<file path="src/rtl/mgmt_command_byte_parser_unit_assert.svh">
// Assertion macros for the management command byte parser.
`ifndef MGMT_COMMAND_BYTE_PARSER_UNIT_ASSERT_SVH
`define MGMT_COMMAND_BYTE_PARSER_UNIT_ASSERT_SVH

`ifndef SYNTHESIS
// Same-cycle implication, disabled during reset.
`define MCBP_ASSERT_IMPL(label, clk, rst, ante, cons) \
   label: assert property (@(posedge clk) disable iff (rst) (ante) |-> (cons)) \
      else $error("mcbp same-cycle check failed");
// Next-cycle implication, disabled during reset.
`define MCBP_ASSERT_NEXT(label, clk, rst, ante, cons) \
   label: assert property (@(posedge clk) disable iff (rst) (ante) |=> (cons)) \
      else $error("mcbp next-cycle check failed");
`else
`define MCBP_ASSERT_IMPL(label, clk, rst, ante, cons)
`define MCBP_ASSERT_NEXT(label, clk, rst, ante, cons)
`endif

`endif

</file>
<file path="src/rtl/mcbp_pkg.sv">
package mcbp_pkg;

   localparam int GET_TABLE_DEPTH = 4;
   localparam int SET_TABLE_DEPTH = 9;

   typedef enum logic [3:0] {
      PH_TYPE      = 4'd0,
      PH_CMD       = 4'd1,
      PH_COUNT     = 4'd2,
      PH_ARGS      = 4'd3,
      PH_DONE      = 4'd4,
      PH_BAD_TYPE  = 4'd5,
      PH_BAD_CMD   = 4'd6,
      PH_BAD_COUNT = 4'd7,
      PH_BAD_ARGS  = 4'd8
   } phase_type;

   typedef enum logic [1:0] {
      ST_NONE        = 2'd0,
      ST_OK          = 2'd1,
      ST_UNSUPPORTED = 2'd2,
      ST_MALFORMED   = 2'd3
   } status_type;

   localparam logic [1:0] KIND_GET  = 2'd0;
   localparam logic [1:0] KIND_SET  = 2'd1;
   localparam logic [1:0] KIND_DONE = 2'd2;

   // Classified request byte, as queued between front and back.
   typedef struct packed {
      logic [7:0] data;
      logic       type_ok;    // byte <= 2
      logic       get_ok;     // byte < GET_TABLE_DEPTH
      logic       set_ok;     // byte < SET_TABLE_DEPTH
      logic       is_zero;
      logic [1:0] set_count;  // argument count of set command (if set_ok)
   } byte_class_type;

   // Argument count for each set command.
   function automatic logic [1:0] set_arg_count(input logic [3:0] idx);
      logic [1:0] cnt;
      case (idx)
         4'd0:    cnt = 2'd2;
         4'd1:    cnt = 2'd1;
         4'd2:    cnt = 2'd2;
         4'd3:    cnt = 2'd1;
         4'd4:    cnt = 2'd1;
         4'd5:    cnt = 2'd1;
         4'd6:    cnt = 2'd1;
         4'd7:    cnt = 2'd1;
         4'd8:    cnt = 2'd1;
         default: cnt = 2'd0;
      endcase
      return cnt;
   endfunction

endpackage

</file>
<file path="src/rtl/mcbp_front.sv">
module mcbp_front import mcbp_pkg::*; (
   input  logic           clock,
   input  logic           reset,
   input  logic           req_tvalid,
   output logic           req_tready,
   input  logic [7:0]     req_tdata,
   input  logic           q_pop,
   output logic           q_valid,
   output byte_class_type q_item
);

   byte_class_type entry_ff [2];
   logic           wr_ptr_ff, wr_ptr_in;
   logic           rd_ptr_ff, rd_ptr_in;
   logic [1:0]     count_ff, count_in;
   logic           push;
   byte_class_type cls;

   // Classify the byte on the way in.
   always_comb begin
      cls.data      = req_tdata;
      cls.type_ok   = (req_tdata <= 8'd2);
      cls.get_ok    = (req_tdata < 8'(GET_TABLE_DEPTH));
      cls.set_ok    = (req_tdata < 8'(SET_TABLE_DEPTH));
      cls.is_zero   = (req_tdata == 8'd0);
      cls.set_count = set_arg_count(req_tdata[3:0]);
   end

   assign req_tready = (count_ff != 2'd2);
   assign push       = req_tvalid && req_tready;
   assign q_valid    = (count_ff != 2'd0);
   assign q_item     = entry_ff[rd_ptr_ff];

   always_comb begin
      wr_ptr_in = push  ? ~wr_ptr_ff : wr_ptr_ff;
      rd_ptr_in = q_pop ? ~rd_ptr_ff : rd_ptr_ff;
      count_in  = count_ff + 2'(push) - 2'(q_pop);
   end

   always_ff @(posedge clock) begin
      if (reset) begin
         wr_ptr_ff <= 1'b0;
         rd_ptr_ff <= 1'b0;
         count_ff  <= 2'd0;
      end else begin
         wr_ptr_ff <= wr_ptr_in;
         rd_ptr_ff <= rd_ptr_in;
         count_ff  <= count_in;
      end
   end

   always_ff @(posedge clock) begin
      if (push) begin
         entry_ff[wr_ptr_ff] <= cls;
      end
   end

endmodule

</file>
<file path="src/rtl/mcbp_back.sv">
module mcbp_back import mcbp_pkg::*; #(
   parameter int ARG_STORE_BYTES = 128
) (
   input  logic           clock,
   input  logic           reset,
   input  logic           q_valid,
   input  byte_class_type q_item,
   output logic           q_pop,
   output logic           rsp_tvalid,
   input  logic           rsp_tready,
   output logic [31:0]    rsp_tdata,
   output logic           rsp_tlast,
   output logic           rsp_tuser
);

   localparam logic [8:0] ARG_LIMIT = 9'(ARG_STORE_BYTES - 1);

   phase_type  phase_ff, phase_in;
   status_type status_ff, status_in;
   logic [1:0] kind_ff, kind_in;
   logic [3:0] cmd_ff, cmd_in;
   logic [1:0] expected_ff, expected_in;
   logic [1:0] remaining_ff, remaining_in;
   logic [7:0] bytes_read_ff, bytes_read_in;
   logic [7:0] arg_len_ff, arg_len_in;

   logic       out_valid_ff;
   logic [31:0] out_data_ff, out_data_in;
   logic       out_last_ff, out_last_in;
   logic       out_user_ff, out_user_in;

   logic       dvalid, dnum, dcomplete;
   logic [6:0] dpos;
   logic [7:0] dbyte;
   logic [7:0] br_inc;
   logic [1:0] rem_dec;
   logic       fin, fail;
   logic [7:0] b;

   assign q_pop = q_valid && (!out_valid_ff || rsp_tready);
   assign b     = q_item.data;

   always_comb begin
      phase_in      = phase_ff;
      status_in     = status_ff;
      kind_in       = kind_ff;
      cmd_in        = cmd_ff;
      expected_in   = expected_ff;
      remaining_in  = remaining_ff;
      bytes_read_in = bytes_read_ff;
      arg_len_in    = arg_len_ff;
      dvalid        = 1'b0;
      dnum          = 1'b0;
      dpos          = 7'd0;
      dbyte         = 8'd0;
      dcomplete     = 1'b0;
      br_inc        = bytes_read_ff + 8'd1;
      rem_dec       = remaining_ff - 2'd1;
      case (phase_ff)
         PH_TYPE: begin
            if (q_item.type_ok) begin
               kind_in = b[1:0];
               if (b[1:0] == KIND_DONE) begin
                  status_in = ST_OK;
                  phase_in  = PH_DONE;
               end else begin
                  phase_in = PH_CMD;
               end
            end else begin
               phase_in = PH_BAD_TYPE;
            end
         end
         PH_CMD: begin
            if (kind_ff == KIND_GET && q_item.get_ok) begin
               cmd_in    = b[3:0];
               status_in = ST_OK;
               phase_in  = PH_DONE;
            end else if (kind_ff == KIND_SET && q_item.set_ok) begin
               cmd_in      = b[3:0];
               expected_in = q_item.set_count;
               phase_in    = PH_COUNT;
            end else begin
               status_in = ST_UNSUPPORTED;
               phase_in  = PH_BAD_CMD;
            end
         end
         PH_COUNT: begin
            if (!q_item.is_zero && b == {6'd0, expected_ff}) begin
               remaining_in  = b[1:0];
               bytes_read_in = 8'd0;
               arg_len_in    = 8'd0;
               phase_in      = PH_ARGS;
            end else begin
               status_in = ST_MALFORMED;
               phase_in  = PH_BAD_COUNT;
            end
         end
         PH_ARGS: begin
            if (arg_len_ff == bytes_read_ff) begin
               // Length byte of the next argument.
               bytes_read_in = 8'd0;
               arg_len_in    = b;
               if (q_item.is_zero) begin
                  status_in = ST_MALFORMED;
                  phase_in  = PH_BAD_ARGS;
               end
            end else if ({1'b0, bytes_read_ff} < ARG_LIMIT) begin
               dvalid        = 1'b1;
               dnum          = 1'(expected_ff - remaining_ff);
               dpos          = bytes_read_ff[6:0];
               dbyte         = b;
               bytes_read_in = br_inc;
               if (arg_len_ff == br_inc) begin
                  dcomplete    = 1'b1;
                  remaining_in = rem_dec;
                  if (rem_dec == 2'd0) begin
                     status_in = ST_OK;
                     phase_in  = PH_DONE;
                  end
               end
            end else begin
               status_in = ST_MALFORMED;
               phase_in  = PH_BAD_ARGS;
            end
         end
         default: begin
         end
      endcase
      fin  = (phase_in >= PH_DONE);
      fail = (phase_in >= PH_BAD_TYPE);
      out_data_in = {2'b00, dbyte, dpos, dnum, cmd_in, kind_in, fail, fin,
                     status_in, phase_in};
      out_last_in = dcomplete;
      out_user_in = dvalid;
   end

   always_ff @(posedge clock) begin
      if (reset) begin
         phase_ff      <= PH_TYPE;
         status_ff     <= ST_NONE;
         kind_ff       <= 2'd0;
         cmd_ff        <= 4'd0;
         expected_ff   <= 2'd0;
         remaining_ff  <= 2'd0;
         bytes_read_ff <= 8'd0;
         arg_len_ff    <= 8'd0;
         out_valid_ff  <= 1'b0;
      end else begin
         if (q_pop) begin
            phase_ff      <= phase_in;
            status_ff     <= status_in;
            kind_ff       <= kind_in;
            cmd_ff        <= cmd_in;
            expected_ff   <= expected_in;
            remaining_ff  <= remaining_in;
            bytes_read_ff <= bytes_read_in;
            arg_len_ff    <= arg_len_in;
            out_valid_ff  <= 1'b1;
         end else if (rsp_tready) begin
            out_valid_ff <= 1'b0;
         end
      end
   end

   always_ff @(posedge clock) begin
      if (q_pop) begin
         out_data_ff <= out_data_in;
         out_last_ff <= out_last_in;
         out_user_ff <= out_user_in;
      end
   end

   assign rsp_tvalid = out_valid_ff;
   assign rsp_tdata  = out_data_ff;
   assign rsp_tlast  = out_last_ff;
   assign rsp_tuser  = out_user_ff;

endmodule

</file>
<file path="src/rtl/mgmt_command_byte_parser_unit.sv">
// Path: an accepted request byte is written into the byte queue, then popped into the
// response register, which drives rsp_tvalid until the response transaction is taken.
// Throughput: one byte per cycle while responses are taken; the two-entry byte queue absorbs two more bytes
// while a response waits for rsp_tready, then req_tready drops.
// Reset: synchronous, active high; clears the parse state to "awaiting type byte",
// empties the byte queue and drops rsp_tvalid.
`include "mgmt_command_byte_parser_unit_assert.svh"

module mgmt_command_byte_parser_unit import mcbp_pkg::*; #(
   parameter int ARG_STORE_BYTES = 128
) (
   input  logic        clock,
   input  logic        reset,
   // Request channel
   input  logic        req_tvalid,
   output logic        req_tready,
   input  logic [7:0]  req_tdata,   // [7:0] rx_byte
   // Response channel
   output logic        rsp_tvalid,
   input  logic        rsp_tready,
   // [3:0] phase, [5:4] status, [6] finished, [7] failed, [9:8] req_kind,
   // [13:10] command_index, [14] arg_number, [21:15] arg_position,
   // [29:22] arg_data, [31:30] zero
   output logic [31:0] rsp_tdata,
   output logic        rsp_tlast,   // arg_complete
   output logic        rsp_tuser    // [0] arg_data_valid
);

   // Front to back: classified byte at the head of the queue.
   logic           q_valid;
   logic           q_pop;
   byte_class_type q_item;

   // Front: accept request bytes, precompute the range checks and the set-command
   // argument count, and queue them.
   mcbp_front u_front (
      .clock      (clock),
      .reset      (reset),
      .req_tvalid (req_tvalid),
      .req_tready (req_tready),
      .req_tdata  (req_tdata),
      .q_pop      (q_pop),
      .q_valid    (q_valid),
      .q_item     (q_item)
   );

   // Back: advance the parse state one byte per transaction and register the
   // response; stall (hold the queue head) while the response is not taken.
   mcbp_back #(
      .ARG_STORE_BYTES (ARG_STORE_BYTES)
   ) u_back (
      .clock      (clock),
      .reset      (reset),
      .q_valid    (q_valid),
      .q_item     (q_item),
      .q_pop      (q_pop),
      .rsp_tvalid (rsp_tvalid),
      .rsp_tready (rsp_tready),
      .rsp_tdata  (rsp_tdata),
      .rsp_tlast  (rsp_tlast),
      .rsp_tuser  (rsp_tuser)
   );

   // The back end never drains an empty queue.
   `MCBP_ASSERT_IMPL(a_pop_needs_item, clock, reset, q_pop, q_valid)
   // Every consumed byte yields a response in the next cycle.
   `MCBP_ASSERT_NEXT(a_pop_gives_rsp, clock, reset, q_pop, rsp_tvalid)
   // An argument can only complete on a data byte.
   `MCBP_ASSERT_IMPL(a_last_is_data, clock, reset, rsp_tvalid && rsp_tlast, rsp_tuser)
   // Data bytes come out only while parsing arguments or on the final byte.
   `MCBP_ASSERT_IMPL(a_data_phase, clock, reset, rsp_tvalid && rsp_tuser,
                     rsp_tdata[3:0] == PH_ARGS || rsp_tdata[3:0] == PH_DONE)

endmodule

</file>
<file path="config.mk">
export PLATFORM = sky130hd
export DESIGN_NAME = mgmt_command_byte_parser_unit
export DESIGN_NICKNAME = d
export VERILOG_FILES = /design/src/rtl/mcbp_pkg.sv /design/src/rtl/mcbp_front.sv /design/src/rtl/mcbp_back.sv /design/src/rtl/mgmt_command_byte_parser_unit.sv
export VERILOG_INCLUDE_DIRS = /design/src /design/src/rtl
export SDC_FILE = /design/constraint.sdc
export NUM_CORES = 1
export LEC_CHECK = 0
export ABC_CLOCK_PERIOD_IN_PS = 4100
export BUFFER_PORTS_ARGS = -buffer_cell sky130_fd_sc_hd__buf_2
export CAP_MARGIN = 20
export CORE_AREA = 2 2 128 130
export CTS_CLUSTER_SIZE = 10
export DETAILED_ROUTE_END_ITERATION = 8
export DIE_AREA = 0 0 130 132
export GPL_TIMING_DRIVEN = 0
export PLACE_DENSITY = 0.42
export SYNTH_ARGS = -nofsm -noshare
export SYNTH_HDL_FRONTEND = slang
export SYNTH_SLANG_ARGS = --single-unit
</file>
<file path="constraint.sdc">
create_clock -name clock -period 4.1 [get_ports clock]
set_clock_uncertainty 0.1 [all_clocks]
set_input_delay 0.41 -clock clock [delete_from_list [all_inputs] [get_ports clock]]
set_output_delay 0.41 -clock clock [all_outputs]
set_load 0.005 [all_outputs]
</file>
==> summary.md <==
| Metric | Value |
|---|---|
| Status | completed |
| Clock Path Buffers | 2 |
| Largest net degree at the start of global routing | 31 |
| Post-synth top cells | edfxtp_1 (60), nor2_1 (52), dfxtp_1 (38), nand2_1 (29), a21oi_1 (27) |
| Tcrit/Tclk final | between 80 and 90% |
| Clock root cell | clkbuf_16 |
| Post-synth EDFFs | 60 |
| Share of cells above drive strength 1 | between 10% and 20% |
| Area after DPL | 4900 um^2 |
| Via count | between 3000 and 4000 |
| P&R area growth vs syn | 18.6% |
| CTS buffer count | 9 |
| Core Area | approximately 16000 um^2 |
| Setup crit end kind | flop |
| Final setup fails | 0 |
| WL final | approximately 10 mm |
| Least-Margin Pin Slew | approximately 0.91 ns |
| CTS tree | built |
| Sw Ratio | about 33% |
| Postcts setup bufs | 0 |
| Die X-Extent | between 100 and 150 um |
| Io pins | 48 |
| Diode count | 0 |
| Total of warnings raised by yosys | 0 |
| Critical Path Source Type | flop |
| Worst path required time | 4.28 ns |
| Pre-antenna DRT Iters | 5 |
| Post-route minimum period | ~3.3 ns |
| Worst-Skew Late Latency | between 0.3 and 0.4 ns |
| Hold Path Class | in2reg |
| Gpl congestion | roughly 0.84 |
| Initial core utilization | between 20 and 30% |
| Mapped Avg Cell Area | 10.8 um^2 |
| Met1 Wirelength | between 5 and 6 mm |
| Peak VDD IR | ~220 uV |
| CTS resizes | 0 |
| CP arrival | ~3.5 ns |
| Post-DRT Antenna Nets | 0 |
| FILL cells | 1603 |
| Setup total negative slack | 0 ns |
| Top FF cell, synth | edfxtp_1 |
| Post-synth top area share | 41.2% |
| Seq/Total Area, Yosys | ~59% |
| Die footprint | between 15000 and 20000 um^2 |
| P_int | 2220 uW |
| Fraction of registers with async set/reset | 0% |
| Std cell rows | 46 |
| Number of global-route vias before repair | ~3000 |
| Initial antenna violation count | 0 |
| Top Layer Used | met4 |
| Hold bufs inserted after CTS | 0 |
| Synth Register Bits | 98 |
| Max Clock Freq | 303 MHz |
| Mapped Cells | between 400 and 500 |
| Slew Viols, Final | 0 |
| Count leader, synth | edfxtp_1 |
| Top cells by area, synth | edfxtp_1 (41%), dfxtp_1 (17%), nor2_1 (4.5%), xnor2_1 (3.2%), a21oi_1 (3.1%) |
| Slew HR | 39.1% |
| Drt drc | 0 |
| Die Y | approximately 130 um |
| Post-Syn Area | approximately 4400 um^2 |
| Reg power frac | a little over two fifths |
| GRT Total Usage | around 13% |
| Hold Vio Cnt, Final | 0 |
| Setup CP Type | reg2reg |
| Post-layout nets | between 400 and 500 |
| First-pass GRT wire length | 16.6 mm |
| Routed WL per cell | 15.4 um |
| Global route overflow | 0 |
| Met2 wire length | 4.82 mm |
| Leakage | ~0.0019 uW |
| Clk network pwr share | roughly a quarter |
| Maxcap violations | 0 |
| Combinational Power Share | between 30% and 40% |
| RSZ-0062 raised after global routing | false |
| Initial DRC count | ~210 |
| Crit-path max FO | 7 |
| Design area | slightly above 5000 um^2 |
| H-tree depth | 3 |
| Buffers on Ports | 44 |
| Yosys top cell by area | edfxtp_1 |
| Clock slew at reported path FFs | about 0.070 ns |
| Distinct cell type count after synthesis | 56 |
| PD cells | roughly 640 nW/um^2 |
| Via density | approximately 4.6 |
| DR WL met3 | around 400 um |
| Fin util | around 33% |
| Clock Sinks | 98 |
| Post-DP HPWL | roughly 7.5 mm |
| Psw | 1080 uW |
[logic make-up after synthesis]
family	share of synthesized area, %
and+or+nand+nor	17.2
DFF	58.6
AOI/OAI and AO/OA	11.6
buffers and inverters	3.41
xor gates and xnor gates	4.21
muxes	3.75
adders and majority gates	1.15
other	0.0858
[metrics by stage]
step | hold WS (ns) | std cells | power, uW | setup WS (ns)
finish | 0.159 | 682 | 3300 | 0.796
detailed placement | 0.359 | 667 | 2490 | 0.889
global placement | 0.357 | 665 | 2470 | -0.172
floorplan | 0.340 | 405 | 2100 | 0.962
global route | 0.150 | 682 | 3530 | 0.686
CTS | 0.144 | 682 | 3350 | 0.855
[routing by layer]
layer / track usage (%) / up-vias
li1: - / 1578
met1: 17.3 / 1505
met2: 19.7 / 60
met3: 2.72 / 15
met4: 5.85 / 0
met5: 0 / -
[area by class of cell]
type / instances / area [um^2] / area share (%)
tap: 216 / 270 / 5.21
sequential: 98 / 2560 / 49.4
clock buffer: 11 / 233 / 4.49
buffer: 18 / 97.6 / 1.88
clock inverter: 4 / 53.8 / 1.04
inverter: 14 / 52.6 / 1.01
timing repair buffer: 46 / 251 / 4.85
multi-input combinational: 275 / 1660 / 32.1
[path summary, 6_finish.rpt]
kind / start / endpoint / slack (ns) / cells past startpoint
min reg2reg: u_back.arg_len_ff[7]$_SDFFE_PP0P_ / u_back.arg_len_ff[7]$_SDFFE_PP0P_ / 0.37 / 2
max: u_back.bytes_read_ff[1]$_SDFFE_PP0P_ / u_back.remaining_ff[0]$_SDFFE_PP0P_ / 0.80 / 8
max reg2reg: u_back.bytes_read_ff[1]$_SDFFE_PP0P_ / u_back.remaining_ff[0]$_SDFFE_PP0P_ / 0.80 / 8
min: req_tdata[4] / u_front.entry_ff[0][10]$_DFFE_PP_ / 0.16 / 1
[state kept, by name, summed over array words and instances, names as in the netlist, 4 cells and up, named ones only]
| signal | flops |
|---|---|
| u_back.rsp_tdata | 30 |
| u_front.entry_ff | 28 |
| u_back.arg_len_ff | 8 |
| u_back.bytes_read_ff | 8 |
| u_back.cmd_ff | 4 |
| u_back.phase_ff | 4 |
[critical path, stage by stage, from the launching register on]
cell	delay (ns)
dfxtp_1	0.47
ha_1	0.36
and3_1	0.27
and3_1	0.22
xnor2_1	0.09
nor4_1	0.75
a31oi_1	0.30
or4_1	0.53
a21oi_1	0.14
[power by group through the flow]
stage	Clock, uW	Combinational, uW	Sequential (uW)
floorplan	0	637	1460
global placement	0	1000	1460
detailed placement	0	1040	1450
CTS	869	1040	1430
global route	922	1160	1450
finish	844	1030	1430
[placed cells by master, fill, tap and decap left out, types with 3 or more instances in the layout]
master / netlist / routed
nor4_1: 5 / 5
or4_1: 3 / 3
nand3_1: 5 / 5
dfxtp_1: 38 / 38
o21ai_1: 12 / 12
nor2_1: 52 / 52
nor3b_1: 5 / 5
o21ai_0: 13 / 13
and2_1: 9 / 9
o31ai_1: 3 / 3
nor3_1: 12 / 12
and3_1: 6 / 6
nand2_1: 29 / 29
a211oi_1: 7 / 7
a31oi_1: 5 / 5
clkbuf_16: 0 / 9
mux2i_1: 11 / 11
a21oi_1: 27 / 27
inv_1: 14 / 14
clkbuf_1: 8 / 10
ha_1: 4 / 4
or3_1: 6 / 6
buf_2: 5 / 50
nand4b_1: 4 / 4
xnor2_1: 16 / 16
buf_6: 2 / 3
xor2_1: 5 / 5
edfxtp_1: 60 / 60
Power figures use the tool's default switching activity.
